## config.mk

```make
export PLATFORM = sky130hd
export DESIGN_NAME = plft_queue
export DESIGN_NICKNAME = d
export VERILOG_FILES = /design/src/hw/rtl/plft_pkg.sv /design/src/hw/rtl/plft_queue.sv
export SDC_FILE = /design/constraint.sdc
export NUM_CORES = 1
export LEC_CHECK = 0
export ABC_AREA = 1
export BUFFER_PORTS_ARGS = -buffer_cell sky130_fd_sc_hd__buf_2
export CORE_MARGIN = 3
export CORE_UTILIZATION = 50
export DETAILED_ROUTE_END_ITERATION = 8
export PLACE_DENSITY = 0.88
export REMOVE_ABC_BUFFERS = 1
export SYNTH_ARGS = -nofsm -noshare
export SYNTH_HDL_FRONTEND = slang
export SYNTH_SLANG_ARGS = --single-unit
```

## constraint.sdc

```tcl
create_clock -name clock -period 2.7 [get_ports clock]
set_input_delay 0 -clock clock [delete_from_list [all_inputs] [get_ports clock]]
set_output_delay 0 -clock clock [all_outputs]
set_load 0.03 [all_outputs]
```

## src/hw/rtl/plft_pkg.sv

```systemverilog
// ----------------------------------------------------------------------------
// plft_pkg
// Shared types and constants of the parameter list fetch tracker.
// ----------------------------------------------------------------------------
package plft_pkg;

   localparam int ACTION_W   = 2;
   localparam int STATUS_W   = 3;
   localparam int PARAM_W    = 16;
   localparam int INDEX_OUT_W = 10;
   localparam int SEEN_OUT_W = 11;
   localparam int EXPECTED_W = 16;
   localparam int TIMEOUT_W  = 16;
   localparam int RETRY_W    = 4;
   localparam int CSR_IDX_W  = 2;
   localparam int CSR_DATA_W = 16;
   localparam int RSP_PAD_W  = 2;

   // seen map and retry counters are stored in rows of this many slots
   localparam int WORD_BITS   = 16;
   localparam int RETRY_ROW_W = WORD_BITS * RETRY_W;

   localparam int QUEUE_DEPTH = 2;

   localparam logic [ACTION_W-1:0] ACT_START   = 2'd0;
   localparam logic [ACTION_W-1:0] ACT_VALUE   = 2'd1;
   localparam logic [ACTION_W-1:0] ACT_TIMEOUT = 2'd2;
   localparam logic [ACTION_W-1:0] ACT_CANCEL  = 2'd3;

   localparam logic [STATUS_W-1:0] ST_LIST_REQ  = 3'd0;
   localparam logic [STATUS_W-1:0] ST_ACCEPTED  = 3'd1;
   localparam logic [STATUS_W-1:0] ST_DROPPED   = 3'd2;
   localparam logic [STATUS_W-1:0] ST_READ_REQ  = 3'd3;
   localparam logic [STATUS_W-1:0] ST_COMPLETE  = 3'd4;
   localparam logic [STATUS_W-1:0] ST_FAILED    = 3'd5;
   localparam logic [STATUS_W-1:0] ST_CANCELLED = 3'd6;
   localparam logic [STATUS_W-1:0] ST_IGNORED   = 3'd7;

   localparam logic [CSR_IDX_W-1:0] CSR_IDLE_TIMEOUT    = 2'd0;
   localparam logic [CSR_IDX_W-1:0] CSR_REQUEST_TIMEOUT = 2'd1;
   localparam logic [CSR_IDX_W-1:0] CSR_RETRY_LIMIT     = 2'd2;

   localparam logic [TIMEOUT_W-1:0] IDLE_DEFAULT    = 16'd500;
   localparam logic [TIMEOUT_W-1:0] REQUEST_DEFAULT = 16'd3000;
   localparam logic [RETRY_W-1:0]   RETRY_DEFAULT   = 4'd3;
   localparam logic [RETRY_W-1:0]   RETRY_MAX       = 4'd15;

   typedef struct packed {
      logic [ACTION_W-1:0] kind;
      logic                in_range;
      logic [PARAM_W-1:0]  pidx;
      logic [PARAM_W-1:0]  pcnt;
   } cmd_type;

   typedef struct packed {
      logic [TIMEOUT_W-1:0] idle_wait;
      logic [TIMEOUT_W-1:0] req_wait;
      logic [RETRY_W-1:0]   retry_limit;
   } cfg_type;

   typedef struct packed {
      logic [STATUS_W-1:0]    status;
      logic [INDEX_OUT_W-1:0] index_out;
      logic [SEEN_OUT_W-1:0]  seen_total;
      logic [EXPECTED_W-1:0]  exp_total;
      logic                   count_known;
      logic [TIMEOUT_W-1:0]   next_wait_ms;
   } result_type;

endpackage

```

## src/hw/rtl/plft_queue.sv

```systemverilog
// ----------------------------------------------------------------------------
// plft_queue
// Short command queue between the front and the back end.
// ----------------------------------------------------------------------------
module plft_queue (
   input  logic              clock,
   input  logic              reset,
   input  logic              push,
   input  plft_pkg::cmd_type cmd_in,
   input  logic              pop,
   output plft_pkg::cmd_type head,
   output logic              empty,
   output logic              full
);
   import plft_pkg::*;

   localparam int PTR_W = (QUEUE_DEPTH > 1) ? $clog2(QUEUE_DEPTH) : 1;
   localparam int CNT_W = $clog2(QUEUE_DEPTH + 1);
   localparam logic [PTR_W-1:0] LAST_PTR = PTR_W'(QUEUE_DEPTH - 1);

   cmd_type           entry_ff [QUEUE_DEPTH];
   logic [PTR_W-1:0]  wr_ptr_ff, wr_ptr_in;
   logic [PTR_W-1:0]  rd_ptr_ff, rd_ptr_in;
   logic [CNT_W-1:0]  count_ff, count_in;

   assign empty = (count_ff == '0);
   assign full  = (count_ff == CNT_W'(QUEUE_DEPTH));
   assign head  = entry_ff[rd_ptr_ff];

   always_comb begin
      wr_ptr_in = wr_ptr_ff;
      rd_ptr_in = rd_ptr_ff;
      count_in  = count_ff;
      if (push) begin
         wr_ptr_in = (wr_ptr_ff == LAST_PTR) ? '0 : PTR_W'(wr_ptr_ff + 1'b1);
      end
      if (pop) begin
         rd_ptr_in = (rd_ptr_ff == LAST_PTR) ? '0 : PTR_W'(rd_ptr_ff + 1'b1);
      end
      if (push && !pop) begin
         count_in = CNT_W'(count_ff + 1'b1);
      end else if (pop && !push) begin
         count_in = CNT_W'(count_ff - 1'b1);
      end
   end

   always_ff @(posedge clock) begin
      if (reset) begin
         wr_ptr_ff <= '0;
         rd_ptr_ff <= '0;
         count_ff  <= '0;
      end else begin
         wr_ptr_ff <= wr_ptr_in;
         rd_ptr_ff <= rd_ptr_in;
         count_ff  <= count_in;
      end
   end

   always_ff @(posedge clock) begin
      if (push) begin
         entry_ff[wr_ptr_ff] <= cmd_in;
      end
   end

endmodule

```

==> key figures, run 1 <==
Place
  – RePlAce Congestion: 0.700
  – Post-placement setup slack: around 1.2 ns
  – # port buffers: between 70 and 80
  – Hpwl dp: 3.30 mm
  – Placed inst area: 3340 um^2
  – Placed Cells: 289

Setup path
  – Worst path bufs/invs: 2
  – Slowest-stage cell, CP: dfxtp_2
  – Worst path max stage delay: 0.56 ns
  – Crit-path cells: buf_4 -> mux2_2 -> buf_2
  – Crit start category: flop
  – Largest delay share family, worst path: flip-flops
  – Worst EP required: 2.70 ns
  – Reg2Reg Launch Point: wr_ptr_ff
  – Crit path max fanout: 15
  – WP data arrival: 1.79 ns
  – Kind of critical path: flop to output pin
  – Worst setup EP type: output pin

Global route
  – First-pass GRT wire length: slightly below 8 mm
  – Total gr overflow: 0
  – Largest net degree at the start of global routing: 36
  – Initial antenna violation count: 0
  – Vias in the first global route: between 1500 and 2000
  – GRT Util Overall: 16.6%

STA
  – Hold Vio Cnt, Final: 0
  – Post-route minimum period: 1.79 ns
  – Slew Limit Fails: 0
  – Slew margin rel.: 67.7%
  – Setup Skew: 0.00366 ns
  – Achievable frequency: roughly 560 MHz
  – Unrepaired setup endpoints after global routing: false
  – Final WS setup: 0.906 ns
  – Final TNS setup: 0 ns
  – Worst slew pin tran: 0.484 ns
  – Final setup violation count: 0
  – Final period util: 66.5%

Yosys
  – Synthesis Warnings: 0
  – Top post-synthesis cells by area: edfxtp_1 72%, mux2_4 15%, dfxtp_1 3.4%
  – Syn_area_per_cell: 20.5 um^2
  – Post-synthesis sequential area ratio: 75.8%
  – Area leader, netlist: edfxtp_1
  – Top-area cell type share of the netlist area: 72.3%
  – Cell Area, Synth: approximately 2900 um^2
  – Yosys cell types: 16
  – Yosys reg bits: 75
  – Syn Inst Count: 142

Clock network
  – Worst-skew pair later-pin latency: 0.32 ns
  – Clock Pin Slew Worst Setup and Hold Paths: 0.07 ns
  – Post-CTS Resized: 0
  – Clock sinks: 75
  – CTS root buf: clkbuf_8
  – Total CTS buffers: 9
  – Clock Path Buffers: 2
  – CTS tree: yes
  – Htree depth: 3
  – Post-CTS Setup Inserts: 0

Run status
  – Status: completed

Floorplan
  – CORE AREA: 5570 um^2
  – Die width: around 82 um
  – Boundary pin count: 76
  – Die area: 6760 um^2
  – Rows: 27
  – Die height: between 80 and 90 um
  – Starting Density: a little over half

Layout
  – Antenna cells: 0
  – Fraction of layout cells with a size suffix above 1: 47.2%
  – Commonest non-fill, non-tap cell in the layout: buf_2
  – Commonest cells after routing, fill and taps aside: 75 x buf_2, 70 x edfxtp_1, 39 x dlygate4sd3_1
  – Area growth from synthesis to layout: 34.4%
  – Final nets: 307
  – Final non-filler cell total: around 340
  – Final Instance Area: 3910 um^2

Detailed routing
  – Iteration count of the initial detailed-routing pass: 4
  – Overall routed net length: 5.19 mm
  – Wire length per cell: between 15 and 20 um
  – Via-to-Cell Ratio: 4.74
  – Via count: 1625
  – DRT iter0 DRCs: 73
  – Post-route ant nets: 0
  – Number of remaining DRC errors: 0

Power
  – Pwr dens: 659 nW/um^2
  – P_leak: 1.60 nW
  – Peak supply drop: approximately 390 uV

Job
  – Maxcap violations: 0

Min path
  – HP Class: input pin to flop
  – Hold Startpoint: cmd_in[29]
[state kept, by name, summed over array words and instances (netlist names), named ones only]
register / flops
count_ff: 2
entry_ff: 70
rd_ptr_ff: 1
wr_ptr_ff: 1
[Yosys cell counts]
cell      instances
a21oi_1           1
buf_12            3
buf_6             1
dfxtp_1           5
edfxtp_1         70
ha_1              1
inv_1             9
mux2_2            5
mux2_4           30
nand2_1           5
nand3_1           1
nand4_1           1
nor2_1            7
nor3_1            1
o21ai_0           1
xnor2_1           1
[per-stage QoR]
step                      total power [mW]  hold slack, ns  util [%]
after floorplan                       1.67          0.0724         -
after global placement                1.77           0.188      59.9
after detailed placement              1.79           0.192      59.9
after CTS                             2.61           0.376      70.1
after global routing                  2.69           0.379      70.1
final                                 2.58           0.400      70.1
[power breakdown]
part	internal, mW	leakage [nW]	switching (mW)	total, mW
logic	0.194	0.813	0.239	0.433
clock network	0.420	0.0902	0.352	0.772
registers	1.34	0.699	0.0273	1.37
total	1.96	1.60	0.619	2.58
[metal layers]
metal	vias up	share of wire (%)	track usage (%)
met5	-	0	0
met4	0	1.9	8.97
met3	11	7.3	4.77
met2	63	52	29.9
li1	779	-	-
met1	772	39	17.3
[worst paths after layout]
check,to,slack [ns],cells after the start
setup / recovery,head[14],0.91,3
hold reg to reg,rd_ptr_ff,0.53,2
setup reg to reg,entry_ff[1][23],1.38,3
hold / removal,entry_ff[0][29],0.40,2
[logic make-up (layout without fill, tap and decap cells)]
| logic type | Yosys count | in the layout | synth area share (%) |
|---|---|---|---|
| AOI/OAI and AO/OA | 2 | 2 | 0.344 |
| xor gates and xnor gates | 1 | 1 | 0.301 |
| adders and majority gates | 1 | 1 | 0.430 |
| buffers and inverters | 13 | 142 | 3.62 |
| DFF | 75 | 75 | 75.8 |
| muxes | 35 | 35 | 17.4 |
| and+or+nand+nor | 15 | 15 | 2.11 |
[layout make-up]
cell class                 count  area, um^2
fill                         377        1670
sequential                    75        2200
tap                           72        90.1
clock inverter                 3        40.0
clock buffer                  12         135
inverter                       9        33.8
multi-input combinational     54         607
timing repair buffer         118         796
[repair_timing]
item / 4_1_cts / 5_1_grt
hold endpoints to repair: 75 / 0
hold buffers: 39 / 0
endpoints found under the setup margin: 0 / 0
(Power assumes the default switching activity.)
==> run 2: changes to the inputs <==
==> constraint.sdc (replaced) <==
create_clock -name clock -period 1.7 [get_ports clock]
set_input_delay 0 -clock clock [delete_from_list [all_inputs] [get_ports clock]]
set_output_delay 0 -clock clock [all_outputs]
set_load 0.03 [all_outputs]
==> key figures, run 2 (same netlist as run 1, synthesis figures left out) <==
Clock network
  – Clock Pin Slew Worst Setup and Hold Paths: 0.07 ns (about the same)
  – CTS tree: yes
  – Clock sinks: 75 (unchanged)
  – Post-CTS Setup Inserts: 0 (unchanged)
  – Htree depth: 3 (unchanged)
  – Post-CTS Resized: 0 (unchanged)
  – Hold_buf cts: 39 (unchanged)
  – Clock Path Buffers: 2 (unchanged)
  – Total CTS buffers: 9 (unchanged)
  – Worst-skew pair later-pin latency: 0.33 ns (about the same)
  – CTS root buf: clkbuf_8

Run status
  – Status: completed

Setup path
  – WP data arrival: 1.53 ns (-0.26 ns)
  – Worst path bufs/invs: 2 (unchanged)
  – Crit-path cells: buf_12 -> mux2_2 -> buf_2
  – Slowest-stage cell, CP: dfxtp_2
  – Kind of critical path: flop to output pin
  – Largest delay share family, worst path: buffers and inverters
  – Worst setup EP type: output pin
  – Crit start category: flop
  – Crit path max fanout: 34 (+19)
  – Worst EP required: 1.70 ns (-1.00 ns)
  – Worst path max stage delay: 0.37 ns (-0.19 ns)

Detailed routing
  – DRT iter0 DRCs: 76 (+4.1%)
  – Via count: 1627 (+0.12%)
  – Iteration count of the initial detailed-routing pass: 2 (-2)
  – Via-to-Cell Ratio: 4.73 (-0.17%)
  – Number of remaining DRC errors: 0 (unchanged)
  – Post-route ant nets: 0 (unchanged)
  – Wire length per cell: 14.8 um (-2.5%)
  – Overall routed net length: 5.08 mm (-2.2%)

STA
  – Unrepaired setup endpoints after global routing: false
  – Setup Skew: 0.00553 ns (+0.00187 ns)
  – Worst slew pin tran: 0.312 ns (-0.172 ns)
  – Slew Limit Fails: 0 (unchanged)
  – Final TNS setup: 0 ns (unchanged)
  – Worst hold margin: 0.383 ns (-0.0169 ns)
  – Achievable frequency: about 650 MHz
  – Hold Vio Cnt, Final: 0 (unchanged)
  – Slew margin rel.: 79.2% (+11 points)
  – Post-route minimum period: 1.53 ns
  – Final period util: 90.3%
  – Final setup violation count: 0 (unchanged)

Power
  – P_leak: 1.59 nW (-0.52%)
  – Pwr dens: 1010 nW/um^2 (+54%)
  – Pwr Total: 3.96 mW (+54%)
  – Peak supply drop: 584 uV (+50%)

Layout
  – Commonest cells after routing, fill and taps aside: 75 x buf_2, 70 x edfxtp_1, 39 x dlygate4sd3_1
  – Largest registers: entry_ff x70, count_ff x2
  – Commonest non-fill, non-tap cell in the layout: buf_2
  – Largest Register: entry_ff
  – Fraction of layout cells with a size suffix above 1: 47.1% (-0.17 points)
  – Area growth from synthesis to layout: 34.7%
  – Max reg flops: 70 (unchanged)
  – Final Instance Area: 3910 um^2 (+0.22%)
  – Final nets: 307 (unchanged)
  – Antenna cells: 0 (unchanged)

Global route
  – First-pass GRT wire length: 7.88 mm (-0.44%)
  – Vias in the first global route: 1710 (+0.41%)
  – Total gr overflow: 0 (unchanged)
  – Largest net degree at the start of global routing: 36 (unchanged)
  – GRT Util Overall: 16.3% (-0.35 points)
  – Initial antenna violation count: 0 (unchanged)

Min path
  – HP Class: input pin to flop

Place
  – Placed inst area: 3360 um^2 (+0.75%)
  – # port buffers: 75 (unchanged)
  – RePlAce Congestion: 0.675 (-3.5%)
  – Hpwl dp: 3.19 mm (-3.2%)

Floorplan
  – Boundary pin count: 76 (unchanged)
  – Rows: 27 (unchanged)
  – Starting Density: 52.1% (unchanged)
  – Die area: 6760 um^2 (unchanged)
  – Die width: 82.2 um (unchanged)
  – Die height: 82.2 um (unchanged)
  – CORE AREA: 5570 um^2 (unchanged)

Job
  – Maxcap violations: 0 (unchanged)
## run 2: changes by cell type in the layout (fill, tap and decap cells not counted), sizes merged
cell	change
bufinv	-1
clkbuf	-3
clkinv	+3
clkinvlp	+2
## run 2: metrics by stage
stage / setup slack, ns / cells / utilization, %
3_3_place_gp: 0.550 / 289 / 60.4
3_5_place_dp: 0.537 / 289 / 60.4
2_1_floorplan: -0.528 / 138 / -
4_1_cts: 0.154 / 344 / 70.2
5_1_grt: 0.0990 / 344 / 70.2
6_report: 0.165 / 344 / 70.2
## run 2: cell type report
class / instances / area [um^2]
clock inverter: 7 / 35.0
multi-input combinational: 54 / 607
fill: 357 / 1660
clock buffer: 9 / 124
tap: 72 / 90.1
timing repair buffer: 118 / 821
sequential: 75 / 2200
inverter: 9 / 33.8
## run 2: path summary, 6_finish.rpt
kind,startpoint,end,slack [ns],cells past startpoint
min,cmd_in[26],entry_ff[0][26],0.38,2
max reg2reg,rd_ptr_ff,flop,0.47,3
max,flop,head[20],0.17,3
min reg2reg,count_ff[0],count_ff[0],0.54,2
## run 2: power breakdown
part	internal (mW)	total, mW	switching [mW]
logic	0.316	0.704	0.388
registers	2.13	2.16	0.0336
clock network	0.506	1.10	0.590
total	2.95	3.96	1.01
## run 2: per-layer routing
metal | part of all wire [%] | up-vias | wire, um | GRT usage [%]
met5 | 0 | - | 0 | 0
met4 | 1.1 | 0 | 56 | 7.48
met1 | 40 | 783 | 2010 | 18.5
met3 | 7.2 | 7 | 367 | 5.42
li1 | - | 780 | - | -
met2 | 52 | 57 | 2640 | 27.6
## run 2: worst register-to-register path: cells and delay by family, from the launching register on
family | cells | cell delay, ns
AND/OR/NAND/NOR | 1 | 0.06
flip-flops | 1 | 0.32
XOR/XNOR | 1 | 0.20
buffers and inverters | 1 | 0.55
==> run 3: changes to the inputs <==
--- a/config.mk
+++ b/config.mk
@@ -10,7 +10,7 @@
 export CORE_MARGIN = 3
 export CORE_UTILIZATION = 50
 export DETAILED_ROUTE_END_ITERATION = 8
-export PLACE_DENSITY = 0.88
+export PLACE_DENSITY = 0.79
 export REMOVE_ABC_BUFFERS = 1
 export SYNTH_ARGS = -nofsm -noshare
 export SYNTH_HDL_FRONTEND = slang
==> key figures, run 3 (same netlist as run 1, synthesis figures left out) <==
Run status
  – Status: completed

Global route
  – Initial antenna violation count: 0 (unchanged)
  – First-pass GRT wire length: 7.59 mm (-3.7%)
  – Largest net degree at the start of global routing: 36 (unchanged)
  – GRT Util Overall: 15.7% (-0.61 points)
  – Vias in the first global route: 1671 (-2.3%)
  – Total gr overflow: 0 (unchanged)

STA
  – Setup Skew: 0.0122 ns (+0.00668 ns)
  – Unrepaired setup endpoints after global routing: false
  – Final WS setup: 0.201 ns (+0.0360 ns)
  – Slew Limit Fails: 0 (unchanged)
  – Achievable frequency: 667 MHz (+2.4%)
  – Final setup violation count: 0 (unchanged)
  – Post-route minimum period: 1.50 ns (-0.0360 ns)
  – Hold Vio Cnt, Final: 0 (unchanged)
  – Final TNS setup: 0 ns (unchanged)
  – Worst hold margin: 0.391 ns (+0.00827 ns)
  – Worst slew pin tran: 0.366 ns (+0.0535 ns)
  – Final period util: 88.2% (-2.1 points)
  – Slew margin rel.: 75.6% (-3.6 points)

Setup path
  – WP data arrival: 1.50 ns (-0.03 ns)
  – Worst path max stage delay: 0.38 ns (about the same)
  – Worst path bufs/invs: 2 (unchanged)
  – Crit-path cells: buf_12 -> mux2_2 -> buf_2
  – Crit start category: flop
  – Reg2Reg Launch Point: wr_ptr_ff
  – Reg2Reg Setup Slack: 0.46 ns (about the same)
  – Crit path max fanout: 35 (+2.9%)
  – Kind of critical path: flop to output pin
  – Worst setup EP type: output pin
  – Worst EP required: 1.70 ns (about the same)
  – Slowest-stage cell, CP: mux2_2
  – Largest delay share family, worst path: buffers and inverters

Layout
  – Final non-filler cell total: 344 (unchanged)
  – Antenna cells: 0 (unchanged)
  – Largest registers: entry_ff x70, count_ff x2
  – Final nets: 307 (unchanged)
  – Multi-input gate area: 607 um^2 (unchanged)
  – Filler instances: 368 (+3.1%)
  – Largest Register: entry_ff
  – Commonest non-fill, non-tap cell in the layout: buf_2
  – Final Util: 70.7% (+0.45 points)
  – Register Area: 2200 um^2 (unchanged)
  – Area growth from synthesis to layout: 35.5%
  – Max reg flops: 70 (unchanged)
  – Commonest cells after routing, fill and taps aside: 75 x buf_2, 70 x edfxtp_1, 39 x dlygate4sd3_1
  – Fraction of layout cells with a size suffix above 1: 47.8% (+0.74 points)
  – Final Instance Area: 3940 um^2 (+0.64%)

Floorplan
  – Rows: 27 (unchanged)
  – CORE AREA: 5570 um^2 (unchanged)
  – Die height: 82.2 um (unchanged)
  – Die width: 82.2 um (unchanged)
  – Die area: 6760 um^2 (unchanged)
  – Boundary pin count: 76 (unchanged)
  – Starting Density: 52.1% (unchanged)

Detailed routing
  – Post-route ant nets: 0 (unchanged)
  – DRT iter0 DRCs: 91 (+20%)
  – Overall routed net length: 5.06 mm (-0.37%)
  – Wire length per cell: 14.7 um (-0.37%)
  – Via count: 1628 (+0.061%)
  – Via-to-Cell Ratio: 4.73 (about the same)
  – Iteration count of the initial detailed-routing pass: 4 (+2)
  – Number of remaining DRC errors: 0 (unchanged)

Clock network
  – CTS root buf: clkbuf_8
  – Post-CTS Setup Inserts: 0 (unchanged)
  – Clock Path Buffers: 2 (unchanged)
  – Clock Pin Slew Worst Setup and Hold Paths: 0.08 ns (about the same)
  – Total CTS buffers: 9 (unchanged)
  – Post-CTS Resized: 0 (unchanged)
  – CTS tree: yes
  – Htree depth: 3 (unchanged)
  – Hold_buf cts: 39 (unchanged)
  – Worst-skew pair later-pin latency: 0.33 ns (about the same)
  – Clock sinks: 75 (unchanged)

Place
  – Post-placement setup slack: 0.487 ns (-0.0499 ns)
  – RePlAce Congestion: 0.738 (+9.4%)
  – Hpwl dp: 3.17 mm (-0.78%)
  – # port buffers: 75 (unchanged)
  – Placed inst area: 3360 um^2 (unchanged)
  – Placed Cells: 289 (unchanged)

Power
  – P_leak: 1.61 nW (+1.2%)
  – Pwr dens: 1040 nW/um^2 (+3.1%)
  – Peak supply drop: 882 uV (+51%)
  – Pwr Total: 4.11 mW (+3.8%)

Min path
  – HP Class: input pin to flop
  – Hold Startpoint: cmd_in[22]

Job
  – Maxcap violations: 0 (unchanged)
## run 3: cell type report
| cell class | instances | share of cell area (%) |
|---|---|---|
| clock buffers | 10 | 3.24 |
| well taps | 72 | 2.29 |
| inverters | 9 | 0.858 |
| multi-input cells | 54 | 15.4 |
| flip-flops and latches | 75 | 55.9 |
| repair buffers | 118 | 20.8 |
| clock inverters | 6 | 1.43 |
## run 3: worst reg2reg max path, delay by kind of cell, from the launching register on
| kind | cells | cell delay (ns) |
|---|---|---|
| flops | 1 | 0.40 |
| simple gates | 1 | 0.07 |
| buf+inv | 2 | 0.41 |
## run 3: path summary, 6_finish.rpt
path,endpoint,cells past startpoint
worst max-delay path,head[14],3
worst min-delay path,entry_ff[0][22],2
worst max register to register,entry_ff[1][13],3
worst min register to register,rd_ptr_ff,2
## run 3: report_power, final
part | internal, mW | total (mW) | switching (mW)
Clock | 0.665 | 1.24 | 0.578
Combinational | 0.318 | 0.710 | 0.392
Sequential | 2.13 | 2.16 | 0.0307
## run 3: routing by layer
metal	track usage, %	part of all wire, %
met4	7.48	1.1
met2	28.0	51
met5	0	0
met3	3.47	6.2
met1	17.5	41
